===== config.mk =====
export PLATFORM = sky130hd
export DESIGN_NAME = gmrc_mod_unit
export DESIGN_NICKNAME = d
export VERILOG_FILES = /design/src/sv/gmrc_pkg.sv /design/src/sv/gmrc_mod_unit.sv
export SDC_FILE = /design/constraint.sdc
export NUM_CORES = 1
export LEC_CHECK = 0
export BUFFER_PORTS_ARGS = -buffer_cell sky130_fd_sc_hd__buf_2
export CORE_MARGIN = 8
export CORE_UTILIZATION = 50
export DETAILED_ROUTE_END_ITERATION = 10
export HOLD_SLACK_MARGIN = 0.08
export PLACE_DENSITY = 0.75
export SYNTH_ARGS = -nofsm -noshare
export SYNTH_HDL_FRONTEND = slang
export SYNTH_SLANG_ARGS = --single-unit

===== constraint.sdc =====
create_clock -name clk -period 2.8 [get_ports clk]
set_input_delay 0.56 -clock clk [delete_from_list [all_inputs] [get_ports clk]]
set_output_delay 0.56 -clock clk [all_outputs]
set_load 0.05 [all_outputs]

===== src/sv/gmrc_pkg.sv =====
// Package for the Garner mixed-radix conversion block.
// Holds shared widths, defaults and the divider handshake type; no dependencies.
package gmrc_pkg;

    localparam int unsigned MAX_K_DEFAULT = 64;
    localparam int unsigned WORD_W = 32;
    localparam int unsigned RES_W = 64;
    localparam int unsigned POS_W = 6;

    // request to the shared remainder unit
    typedef struct packed {
        logic              start;
        logic [RES_W-1:0]  dividend;
        logic [WORD_W-1:0] divisor;
    } mod_req_t;

endpackage


===== src/sv/gmrc_mod_unit.sv =====
// Shared remainder unit: 64-bit dividend modulo 32-bit divisor, one bit a cycle.
// Depends on gmrc_pkg; divisor must be nonzero.
module gmrc_mod_unit
(
    input  logic                      clk,
    input  logic                      rst_n,
    input  gmrc_pkg::mod_req_t        req,
    output logic                      done,
    output logic [gmrc_pkg::WORD_W-1:0] rem
);

    localparam int unsigned CNT_W = $clog2(gmrc_pkg::RES_W + 1);

    logic [gmrc_pkg::RES_W-1:0]  dvd_reg, dvd_next;
    logic [gmrc_pkg::WORD_W-1:0] dvs_reg, dvs_next;
    logic [gmrc_pkg::WORD_W:0]   rem_reg, rem_next;
    logic [CNT_W-1:0]            cnt_reg, cnt_next;
    logic                        busy_reg, busy_next;
    logic                        done_reg, done_next;
    logic [gmrc_pkg::WORD_W:0]   shifted;

    always_comb
    begin
        dvd_next  = dvd_reg;
        dvs_next  = dvs_reg;
        rem_next  = rem_reg;
        cnt_next  = cnt_reg;
        busy_next = busy_reg;
        done_next = 1'b0;
        shifted   = {rem_reg[gmrc_pkg::WORD_W-1:0], dvd_reg[gmrc_pkg::RES_W-1]};
        if (req.start)
        begin
            dvd_next  = req.dividend;
            dvs_next  = req.divisor;
            rem_next  = '0;
            cnt_next  = '0;
            busy_next = 1'b1;
        end
        else if (busy_reg)
        begin
            // shift one dividend bit in, subtract when it fits
            dvd_next = {dvd_reg[gmrc_pkg::RES_W-2:0], 1'b0};
            if (shifted >= {1'b0, dvs_reg})
                rem_next = shifted - {1'b0, dvs_reg};
            else
                rem_next = shifted;
            cnt_next = cnt_reg + 1'b1;
            if (cnt_reg == CNT_W'(gmrc_pkg::RES_W - 1))
            begin
                busy_next = 1'b0;
                done_next = 1'b1;
            end
        end
    end

    always_ff @(posedge clk or negedge rst_n)
    begin
        if (!rst_n)
        begin
            busy_reg <= 1'b0;
            done_reg <= 1'b0;
            cnt_reg  <= '0;
        end
        else
        begin
            busy_reg <= busy_next;
            done_reg <= done_next;
            cnt_reg  <= cnt_next;
        end
    end

    always_ff @(posedge clk)
    begin
        dvd_reg <= dvd_next;
        dvs_reg <= dvs_next;
        rem_reg <= rem_next;
    end

    assign done = done_reg;
    assign rem  = rem_reg[gmrc_pkg::WORD_W-1:0];

    a_done_pulse: assert property (@(posedge clk) disable iff (!rst_n)
        done_reg |=> !done_reg)
        else $error("remainder done held");
    a_no_restart: assert property (@(posedge clk) disable iff (!rst_n)
        done_reg |-> !busy_reg)
        else $error("done while busy");
    a_rem_below: assert property (@(posedge clk) disable iff (!rst_n)
        done_reg |-> (rem_reg < {1'b0, dvs_reg}))
        else $error("remainder not reduced");

endmodule


==> results of run 1 <==
## how the worst min path moves through the flow
| stage | start | endpoint | slack [ns] |
|---|---|---|---|
| after floorplan | rst_n | busy_reg | 0.26 |
| after global placement | rst_n | cnt_reg[4] | 0.42 |
| after detailed placement | rst_n | cnt_reg[6] | 0.42 |
| after CTS | req[31] | dvs_reg[31] | 0.30 |
| after global routing | req[31] | dvs_reg[31] | 0.30 |
| final | req[31] | dvs_reg[31] | 0.32 |
## cells in the mapped netlist, drive strengths merged (9+ instances only)
cell type / number
a311oi: 15
inv: 44
edfxtp: 96
dfrtp: 9
buf: 21
nand2: 32
ha: 33
mux2: 63
a21o: 22
nor2: 44
nand3: 28
xor2: 13
a21oi: 33
o21ai: 31
xnor2: 16
clkbuf: 23
nand4: 23
dfxtp: 32
## logic make-up after synthesis
kind of cell               count (synthesis)  synth area share
DFF                                      137             0.490
buffers and inverters                     88            0.0478
AOI/OAI and AO/OA                        169             0.161
muxes                                     64            0.0940
xor gates and xnor gates                  29            0.0332
adders and majority gates                 34            0.0566
and+or+nand+nor                          177             0.117
## report_power, final
group	internal [mW]	switching [mW]	total (mW)
Combinational	0.297	0.290	0.587
Sequential	2.33	0.0465	2.38
Clock	1.50	0.877	2.38
Total	4.13	1.21	5.34
## what timing repair did
item,4_1_cts,5_1_grt
hold endpoints to repair,9,0
hold buffers,1,0
pin swaps,6,17
endpoints found under the setup margin,8,28
buffers inserted,6,7
gates cloned,0,2
gates resized for setup,5,43
## layout make-up
class,instances,area [um^2]
multi-input combinational,473,3730
inverter,44,165
fill,1176,5270
clock buffer,18,429
sequential,137,3760
timing repair buffer,203,1310
tap,188,235
clock inverter,14,195
## cell usage in the layout (no fill, tap or decap), types with 24 or more instances in the layout
master      n
nor2_1     43
mux2_2     63
nand2_1    32
a21oi_1    31
ha_1       25
nand3_1    26
dfxtp_1    24
inv_1      42
edfxtp_1   96
buf_4      61
buf_2     130
## layer usage
layer	track usage	share of wire
met5	0	0.0031
met3	0.0852	0.10
met4	0.0646	0.025
met2	0.320	0.46
met1	0.240	0.41
## worst reg2reg max path, stage by stage, from the launching register on
cell      delay, ns
edfxtp_1       0.38
inv_1          0.07
ha_2           0.18
inv_2          0.04
fa_2           0.34
a21o_1         0.19
a221oi_2       0.28
o21ai_1        0.16
a311o_1        0.40
a221oi_2       0.28
xnor2_1        0.15
o21ai_1        0.08
a311oi_1       0.27
## stage by stage
| step | setup WS [ns] | TNS (ns) |
|---|---|---|
| 3_3_place_gp | -0.0914 | -0.403 |
| 4_1_cts | -0.111 | -0.232 |
| 2_1_floorplan | -0.0200 | -0.0200 |
| 6_report | -0.112 | -0.258 |
| 3_5_place_dp | -0.183 | -1.00 |
| 5_1_grt | -0.313 | -1.51 |
==> flow_metrics.env, run 1 <==
export IMPL_status="finished, violations left"
export IMPL_violations="negative setup slack"
export IMPL_die_area_um2=19500
export IMPL_yosysTopAreaCell="edfxtp_1"
export IMPL_cp_required_ns=3.12
export IMPL_reg2reg_depth=12
export IMPL_critPathArrivalTime_ns=3.23
export IMPL_path_clk_slew_ns=0.06
export IMPL_drt_initial_drc_count=570
export IMPL_fp_row_count=45
export IMPL_vias=6356
export IMPL_initial_utilization=0.507
export IMPL_max_freq_ghz=0.343
export IMPL_cts_buffers=17
export IMPL_ys_warn_count=0
export IMPL_hold_depth=1
export IMPL_synthFlopType="edfxtp_1"
export IMPL_slowest_delay_ns=0.40
export IMPL_place_gp_congestion=0.930
export IMPL_die_w_um=140
export IMPL_grt_max_degree=71
export IMPL_die_h_um=140
export IMPL_power_mw=5.34
export IMPL_dr_pass1_iters=8
export IMPL_cp_depth=12
export IMPL_area_growth_pct=28.3
export IMPL_antenna_left=0
export IMPL_cts_sinks=137
export IMPL_grt_pass1_vias=6174
export IMPL_grt_pass1_wl_um=31300
export IMPL_antenna_cells=0
export IMPL_rr_startpoint="dvd_reg[63]"
export IMPL_port_buffers=131
export IMPL_maxSlewViolCount=0
export IMPL_route_detailed_drc=0
export IMPL_fin_area_um2=9820
export IMPL_fin_crit_sh=1.04
export IMPL_p_per_area_nw_per_um2=544
export IMPL_reg2reg_to="rem_reg[16]"
export IMPL_grt_ovfl_total=0
export IMPL_cp_end_kind="flip-flop"
export IMPL_clock_latency_ns=0.42
export IMPL_synth_fp_nets=831
export IMPL_crit_fanout=3
export IMPL_tightestPinTransition_ns=0.597
export IMPL_largest_reg_flops=64
export IMPL_post_dp_hpwl_um=14300
export IMPL_setup_ws_ns=-0.112
export IMPL_track_usage=0.200
export IMPL_r2r_slack_ns=-0.11
export IMPL_crit_family="compound AO/OA/AOI/OAI gates"
export IMPL_path_cells="inv_1, ha_2, inv_2, fa_2, a21o_1, a221oi_2, o21ai_1, a311o_1, a221oi_2, xnor2_1, o21ai_1, a311oi_1"
export IMPL_dpl_instance_area_um2=8850
export IMPL_cts_path_max_buffers=2
export IMPL_cts_root_buf="clkbuf_16"
export IMPL_instances_no_fill=1077
export IMPL_rsz0062_at_grt="yes"
export IMPL_skew_ns=0.00914
export IMPL_synth_edf_count=96
export IMPL_yosysSeqAreaShare=0.490
export IMPL_max_slew_margin=0.600
export IMPL_yosys_register_bits=137
export IMPL_p_leak_nw=4.30
export IMPL_finalWirelength_um=20600
export IMPL_syn_area_um2=7650
export IMPL_hold_ws_ns=0.317
export IMPL_placedCellCount=1031
export IMPL_via_per_inst=5.90
export IMPL_worstSetupStartpointType="flip-flop"
export IMPL_avgRoutedWirePerCell_um=19.1
export IMPL_async_reset_ff_frac=0.0657
export IMPL_ys_top_cells_by_area="edfxtp_1 (38%), mux2_2 (9.3%), dfxtp_1 (8.4%)"
export IMPL_htreeDepth=4
export IMPL_core_area_um2=15100
export IMPL_holdCritPathClass="primary input to flip-flop"
export IMPL_final_util=0.651
export IMPL_worstSetupStartpoint="dvd_reg[63]"
export IMPL_drive_above_1_share=0.385
export IMPL_io_pins=132
export IMPL_slowest_stage="a311o_1"
export IMPL_cap_violations=0
export IMPL_synthCells=698
export IMPL_endpoint="rem_reg[16]"
export IMPL_ys_types=67
export IMPL_antenna_found_initial=6
export IMPL_irDropWorstVdd_v=0.000442
export IMPL_path_class="flip-flop to flip-flop"
export IMPL_cts_tree="built"
export IMPL_nNetsFinal=1009
export IMPL_hold_violations=0
export IMPL_synth_top_cell_area_share=0.377
export IMPL_syn_avg_cell_area_um2=11.0
export IMPL_min_period_ns=2.91
export IMPL_cp_num_buf_inv=2
export IMPL_setup_viol=3
(Power assumes the default switching activity.)
==> run 2: changes to the inputs <==
--- a/config.mk
+++ b/config.mk
@@ -9,8 +9,8 @@
 export CORE_MARGIN = 8
 export CORE_UTILIZATION = 50
 export DETAILED_ROUTE_END_ITERATION = 10
-export HOLD_SLACK_MARGIN = 0.08
 export PLACE_DENSITY = 0.75
+export SETUP_SLACK_MARGIN = 0.02
 export SYNTH_ARGS = -nofsm -noshare
 export SYNTH_HDL_FRONTEND = slang
 export SYNTH_SLANG_ARGS = --single-unit
==> flow_metrics.env, run 2 (synthesized netlist as in run 1, its figures left out) <==
export IMPL_antenna_left=0
export IMPL_area_growth_pct=28.4
export IMPL_core_area_um2=15100
export IMPL_skew_ns=0.00839
export IMPL_holdCritPathClass="primary input to flip-flop"
export IMPL_n_fill_cell=1194
export IMPL_grt_pass1_vias=6379
export IMPL_port_buffers=131
export IMPL_p_per_area_nw_per_um2=527
export IMPL_multi_input_area_um2=3780
export IMPL_clock_latency_ns=0.43
export IMPL_reg2reg_depth=14
export IMPL_final_util=0.651
export IMPL_place_gp_congestion=0.996
export IMPL_avgRoutedWirePerCell_um=19.1
export IMPL_die_w_um=140
export IMPL_finalWirelength_um=20700
export IMPL_status="finished, violations left"
export IMPL_die_area_um2=19500
export IMPL_reg2reg_to="rem_reg[20]"
export IMPL_critPathArrivalTime_ns=3.19
export IMPL_dpl_instance_area_um2=8900
export IMPL_initial_utilization=0.507
export IMPL_tightestPinTransition_ns=0.785
export IMPL_max_freq_ghz=0.345
export IMPL_cts_sinks=137
export IMPL_drive_above_1_share=0.405
export IMPL_setup_viol=6
export IMPL_cts_buffers=17
export IMPL_r2r_slack_ns=-0.1
export IMPL_cts_tree="built"
export IMPL_seq_area_um2=3760
export IMPL_fp_row_count=45
export IMPL_rsz0062_at_grt="yes"
export IMPL_die_h_um=140
export IMPL_hold_end="dvs_reg[1]"
export IMPL_grt_ovfl_total=0
export IMPL_layout_commonest_cell="buf_2"
export IMPL_max_slew_margin=0.476
export IMPL_cts_path_max_buffers=2
export IMPL_cp_end_kind="flip-flop"
export IMPL_fin_crit_sh=1.03
export IMPL_fin_area_um2=9820
export IMPL_power_mw=5.18
export IMPL_min_period_ns=2.90
export IMPL_rr_startpoint="dvd_reg[63]"
export IMPL_m1WireLength_um=8360
export IMPL_irDropWorstVdd_v=0.000526
export IMPL_drt_initial_drc_count=473
export IMPL_hold_ws_ns=0.303
export IMPL_grt_pass1_wl_um=32300
export IMPL_nNetsFinal=1016
export IMPL_crit_fanout=2
export IMPL_maxSlewViolCount=0
export IMPL_hold_violations=0
export IMPL_worstSetupStartpointType="flip-flop"
export IMPL_htreeDepth=4
export IMPL_cap_violations=0
export IMPL_wl_met3_um=1960
export IMPL_most_common_layout_cells="buf_2 (130), edfxtp_1 (96), buf_4 (76), mux2_2 (63), nor2_1 (42)"
export IMPL_via_per_inst=5.86
export IMPL_violations="negative setup slack"
export IMPL_hold_depth=1
export IMPL_vias=6366
export IMPL_dr_pass1_iters=5
export IMPL_top_layer_used="met5"
export IMPL_grt_max_degree=73
export IMPL_track_usage=0.207
export IMPL_largest_reg_flops=64
export IMPL_path_clk_slew_ns=0.07
export IMPL_cts_root_buf="clkbuf_16"
export IMPL_wl_met2_um=9630
export IMPL_p_leak_nw=4.29
export IMPL_hp_start="req[1]"
export IMPL_post_dp_hpwl_um=14600
export IMPL_cp_required_ns=3.10
export IMPL_route_detailed_drc=0
export IMPL_setup_ws_ns=-0.0973
export IMPL_io_pins=132
export IMPL_path_class="flip-flop to flip-flop"
export IMPL_antenna_found_initial=3
run 2: per-layer routing:
metal,track usage,vias to the layer above
met5,0,-
met4,0.0931,4
met2,0.329,286
met3,0.0828,57
li1,-,2993
met1,0.242,3026
run 2: through the flow:
| stage | std cells | setup slack [ns] | TNS (ns) |
|---|---|---|---|
| after detailed placement | 1041 | -0.221 | -0.621 |
| final | 1086 | -0.0973 | -0.320 |
| after global routing | 1085 | -0.239 | -1.30 |
| after floorplan | 698 | -0.0200 | -0.0200 |
| after CTS | 1078 | -0.0183 | -0.0323 |
| after global placement | 1041 | -0.138 | -0.231 |
run 2: final cells by class:
| type | instances | share of cell area |
|---|---|---|
| clock inverter | 15 | 0.0158 |
| antenna | 2 | 0.000509 |
| multi-input combinational | 473 | 0.385 |
| tap | 188 | 0.0239 |
| inverter | 44 | 0.0168 |
| sequential | 137 | 0.383 |
| timing repair buffer | 210 | 0.132 |
| clock buffer | 17 | 0.0433 |
run 2: critical path, cell delays in order (launching register included):
cell	delay [ns]
edfxtp_1	0.40
inv_1	0.08
ha_2	0.18
inv_2	0.04
fa_2	0.33
a21o_1	0.19
a221oi_2	0.32
buf_4	0.17
or4_4	0.12
buf_4	0.11
nand3_2	0.09
or4_1	0.43
o311a_1	0.14
o21ai_1	0.07
a311oi_1	0.09
run 2: report_power, final:
part           leakage [nW]  switching, mW  internal, mW  total, mW
clock network         0.276          0.997          1.19       2.18
logic                  2.64          0.304         0.315      0.619
registers              1.37         0.0461          2.33       2.37
run 2: timing repair:
item / 4_1_cts / 5_1_grt
cloned: 0 / 1
endpoints found under the hold margin: 9 / 0
setup endpoints to repair: 9 / 29
resized for setup: 10 / 42
hold buffers: 1 / 0
buffers inserted: 5 / 5
pin swaps: 11 / 18
run 2: worst max path at each step:
| stage | startpoint | end | slack [ns] | cells after the start |
|---|---|---|---|---|
| finish | dvd_reg[63] | rem_reg[20] | -0.1 | 14 |
| global route | dvd_reg[63] | rem_reg[16] | -0.24 | 12 |
| CTS | dvd_reg[63] | rem_reg[16] | -0.02 | 12 |
| detailed placement | dvd_reg[63] | rem_reg[16] | -0.22 | 12 |
| global placement | dvd_reg[63] | rem_reg[16] | -0.14 | 12 |
| floorplan | dvd_reg[63] | rem_reg[16] | -0.02 | 12 |
==> run 3: changes to the inputs <==
--- a/config.mk
+++ b/config.mk
@@ -5,6 +5,7 @@
 export SDC_FILE = /design/constraint.sdc
 export NUM_CORES = 1
 export LEC_CHECK = 0
+export ABC_AREA = 1
 export BUFFER_PORTS_ARGS = -buffer_cell sky130_fd_sc_hd__buf_2
 export CORE_MARGIN = 8
 export CORE_UTILIZATION = 50
==> flow_metrics.env, run 3 <==
export IMPL_cts_path_max_buffers=2
export IMPL_syn_avg_cell_area_um2=7.40
export IMPL_async_reset_ff_frac=0.0657
export IMPL_synth_fp_nets=1236
export IMPL_avgRoutedWirePerCell_um=14.4
export IMPL_synth_common_cells="nand2_1 (487), inv_1 (170), edfxtp_1 (96), nand3_1 (76), nor2_1 (44)"
export IMPL_syn_area_um2=8160
export IMPL_grt_pass1_wl_um=34700
export IMPL_critPathArrivalTime_ns=2.76
export IMPL_slowest_delay_ns=0.39
export IMPL_htreeDepth=4
export IMPL_place_ws_ns=0.329
export IMPL_place_gp_congestion=0.919
export IMPL_layout_commonest_cell="nand2_1"
export IMPL_skew_ns=0.0115
export IMPL_nNetsFinal=1369
export IMPL_p_int_mw=4.86
export IMPL_cts_root_buf="clkbuf_16"
export IMPL_path_class="flip-flop to flip-flop"
export IMPL_hold_ws_ns=0.309
export IMPL_fin_area_um2=9590
export IMPL_ctsResizeCount=0
export IMPL_drt_initial_drc_count=493
export IMPL_power_mw=8.43
export IMPL_crit_fanout=31
export IMPL_finalSetupTns_ns=0
export IMPL_swShare=0.424
export IMPL_ys_warn_count=0
export IMPL_cts_tree="built"
export IMPL_path_cells="inv_1, ha_1, nand2_1, nor2_1, nand3_1, nand3_2, nand2_1, nand2_2, nand2_4, nand2_4, nand2_1, nand3_1, o21ai_1"
export IMPL_cp_required_ns=3.09
export IMPL_worstSetupStartpointType="flip-flop"
export IMPL_finalWirelength_um=21100
export IMPL_grt_pass1_vias=7122
export IMPL_dpl_instance_area_um2=9030
export IMPL_cp_num_buf_inv=1
export IMPL_min_period_ns=2.48
export IMPL_cap_violations=0
export IMPL_cts_buffers=17
export IMPL_antenna_found_initial=2
export IMPL_post_cts_setup_buffers=0
export IMPL_io_pins=132
export IMPL_power_frac_seq=0.316
export IMPL_synthMostInstantiatedCell="nand2_1"
export IMPL_path_clk_slew_ns=0.07
export IMPL_path_common_cell="nand2_1"
export IMPL_setup_viol=0
export IMPL_hold_violations=0
export IMPL_maxSlewViolCount=0
export IMPL_p_leak_nw=5.15
export IMPL_grt_ovfl_total=0
export IMPL_drive_above_1_share=0.151
export IMPL_max_slew_margin=0.475
export IMPL_antenna_left=0
export IMPL_p_per_area_nw_per_um2=879
export IMPL_tightestPinTransition_ns=0.783
export IMPL_netSwitchingPower_mw=3.57
export IMPL_synthCells=1103
export IMPL_ys_top_cells_by_area="edfxtp_1 (35%), nand2_1 (22%), dfxtp_1 (7.9%)"
export IMPL_yosysSeqAreaShare=0.459
export IMPL_port_buffers=131
export IMPL_instances_no_fill=1465
export IMPL_n_fill_cell=1500
export IMPL_placedCellCount=1432
export IMPL_synth_top_cell_area_share=0.353
export IMPL_cp_end_kind="flip-flop"
export IMPL_rsz0062_at_grt="no"
export IMPL_irDropWorstVdd_v=0.000496
export IMPL_crit_family="simple AND/OR/NAND/NOR gates"
export IMPL_vias=7263
export IMPL_holdCritPathClass="primary input to flip-flop"
export IMPL_core_area_um2=15900
export IMPL_route_detailed_drc=0
export IMPL_synth_edf_count=96
export IMPL_most_common_layout_cells="nand2_1 (487), inv_1 (170), buf_2 (130), edfxtp_1 (96), nand3_1 (76)"
export IMPL_area_growth_pct=17.6
export IMPL_yosysTopAreaCell="edfxtp_1"
export IMPL_dr_pass1_iters=6
export IMPL_grt_max_degree=52
export IMPL_ys_types=34
export IMPL_synthFlopType="edfxtp_1"
export IMPL_clock_latency_ns=0.42
export IMPL_fin_crit_sh=0.885
export IMPL_comb_power_share=0.432
export IMPL_clkPwrFrac=0.252
export IMPL_initial_utilization=0.512
export IMPL_via_per_inst=4.96
export IMPL_max_freq_ghz=0.404
export IMPL_yosys_register_bits=137
export IMPL_track_usage=0.214
export IMPL_die_h_um=144
export IMPL_final_util=0.602
export IMPL_post_dp_hpwl_um=15900
export IMPL_fp_row_count=46
export IMPL_status="finished clean"
export IMPL_setup_ws_ns=0.322
export IMPL_largest_reg_flops=64
export IMPL_postCtsHoldBufs=1
export IMPL_cts_sinks=137
export IMPL_die_w_um=144
export IMPL_die_area_um2=20700
export IMPL_slowest_stage="nand2_4"
[run 3: layer usage]
layer | global-route usage | vias up | wire (um)
met1 | 0.276 | 3264 | 9470
met2 | 0.344 | 248 | 9560
met3 | 0.0647 | 29 | 1750
met4 | 0.0576 | 4 | 323
li1 | - | 3718 | -
met5 | 0 | - | 18
[run 3: worst paths after layout]
check / slack, ns / to / start / cells past startpoint
setup / recovery: 0.32 / rem_reg[17] / dvs_reg[6] / 13
hold / removal: 0.31 / dvs_reg[29] / req[29] / 1
setup reg to reg: 0.32 / rem_reg[17] / dvs_reg[6] / 13
hold reg to reg: 0.46 / done / cnt_reg[6] / 1
max in group asynchronous: 2.08 / cnt_reg[3] / rst_n / 2
min in group asynchronous: 0.53 / cnt_reg[6] / rst_n / 2
[run 3: kinds of logic (layout without fill, tap and decap cells)]
group	after synthesis	in the layout	synth area share
AOI/OAI and AO/OA	53	53	0.0334
buffers and inverters	201	346	0.0998
xor gates and xnor gates	15	15	0.0161
adders and majority gates	34	34	0.0531
DFF	137	137	0.459
other	0	1	0
and+or+nand+nor	663	663	0.338
[run 3: layout make-up]
| class | instances | area [um^2] | area share |
|---|---|---|---|
| flip-flops and latches | 137 | 3750 | 0.391 |
| multi-input cells | 765 | 3600 | 0.375 |
| repair buffers | 143 | 776 | 0.0809 |
| inverters | 172 | 646 | 0.0673 |
| clock buffers | 18 | 429 | 0.0447 |
| well taps | 216 | 270 | 0.0282 |
| clock inverters | 13 | 123 | 0.0128 |
| diodes | 1 | 2.50 | 0.000261 |
[run 3: power by group through the flow]
stage          combinational, mW  sequential, mW  clock [mW]
5_1_grt                     4.08            2.70        2.24
3_5_place_dp                3.61            2.70           0
2_1_floorplan               2.28            3.20           0
4_1_cts                     3.64            2.66        2.16
3_3_place_gp                3.58            2.70           0
6_report                    3.64            2.66        2.13
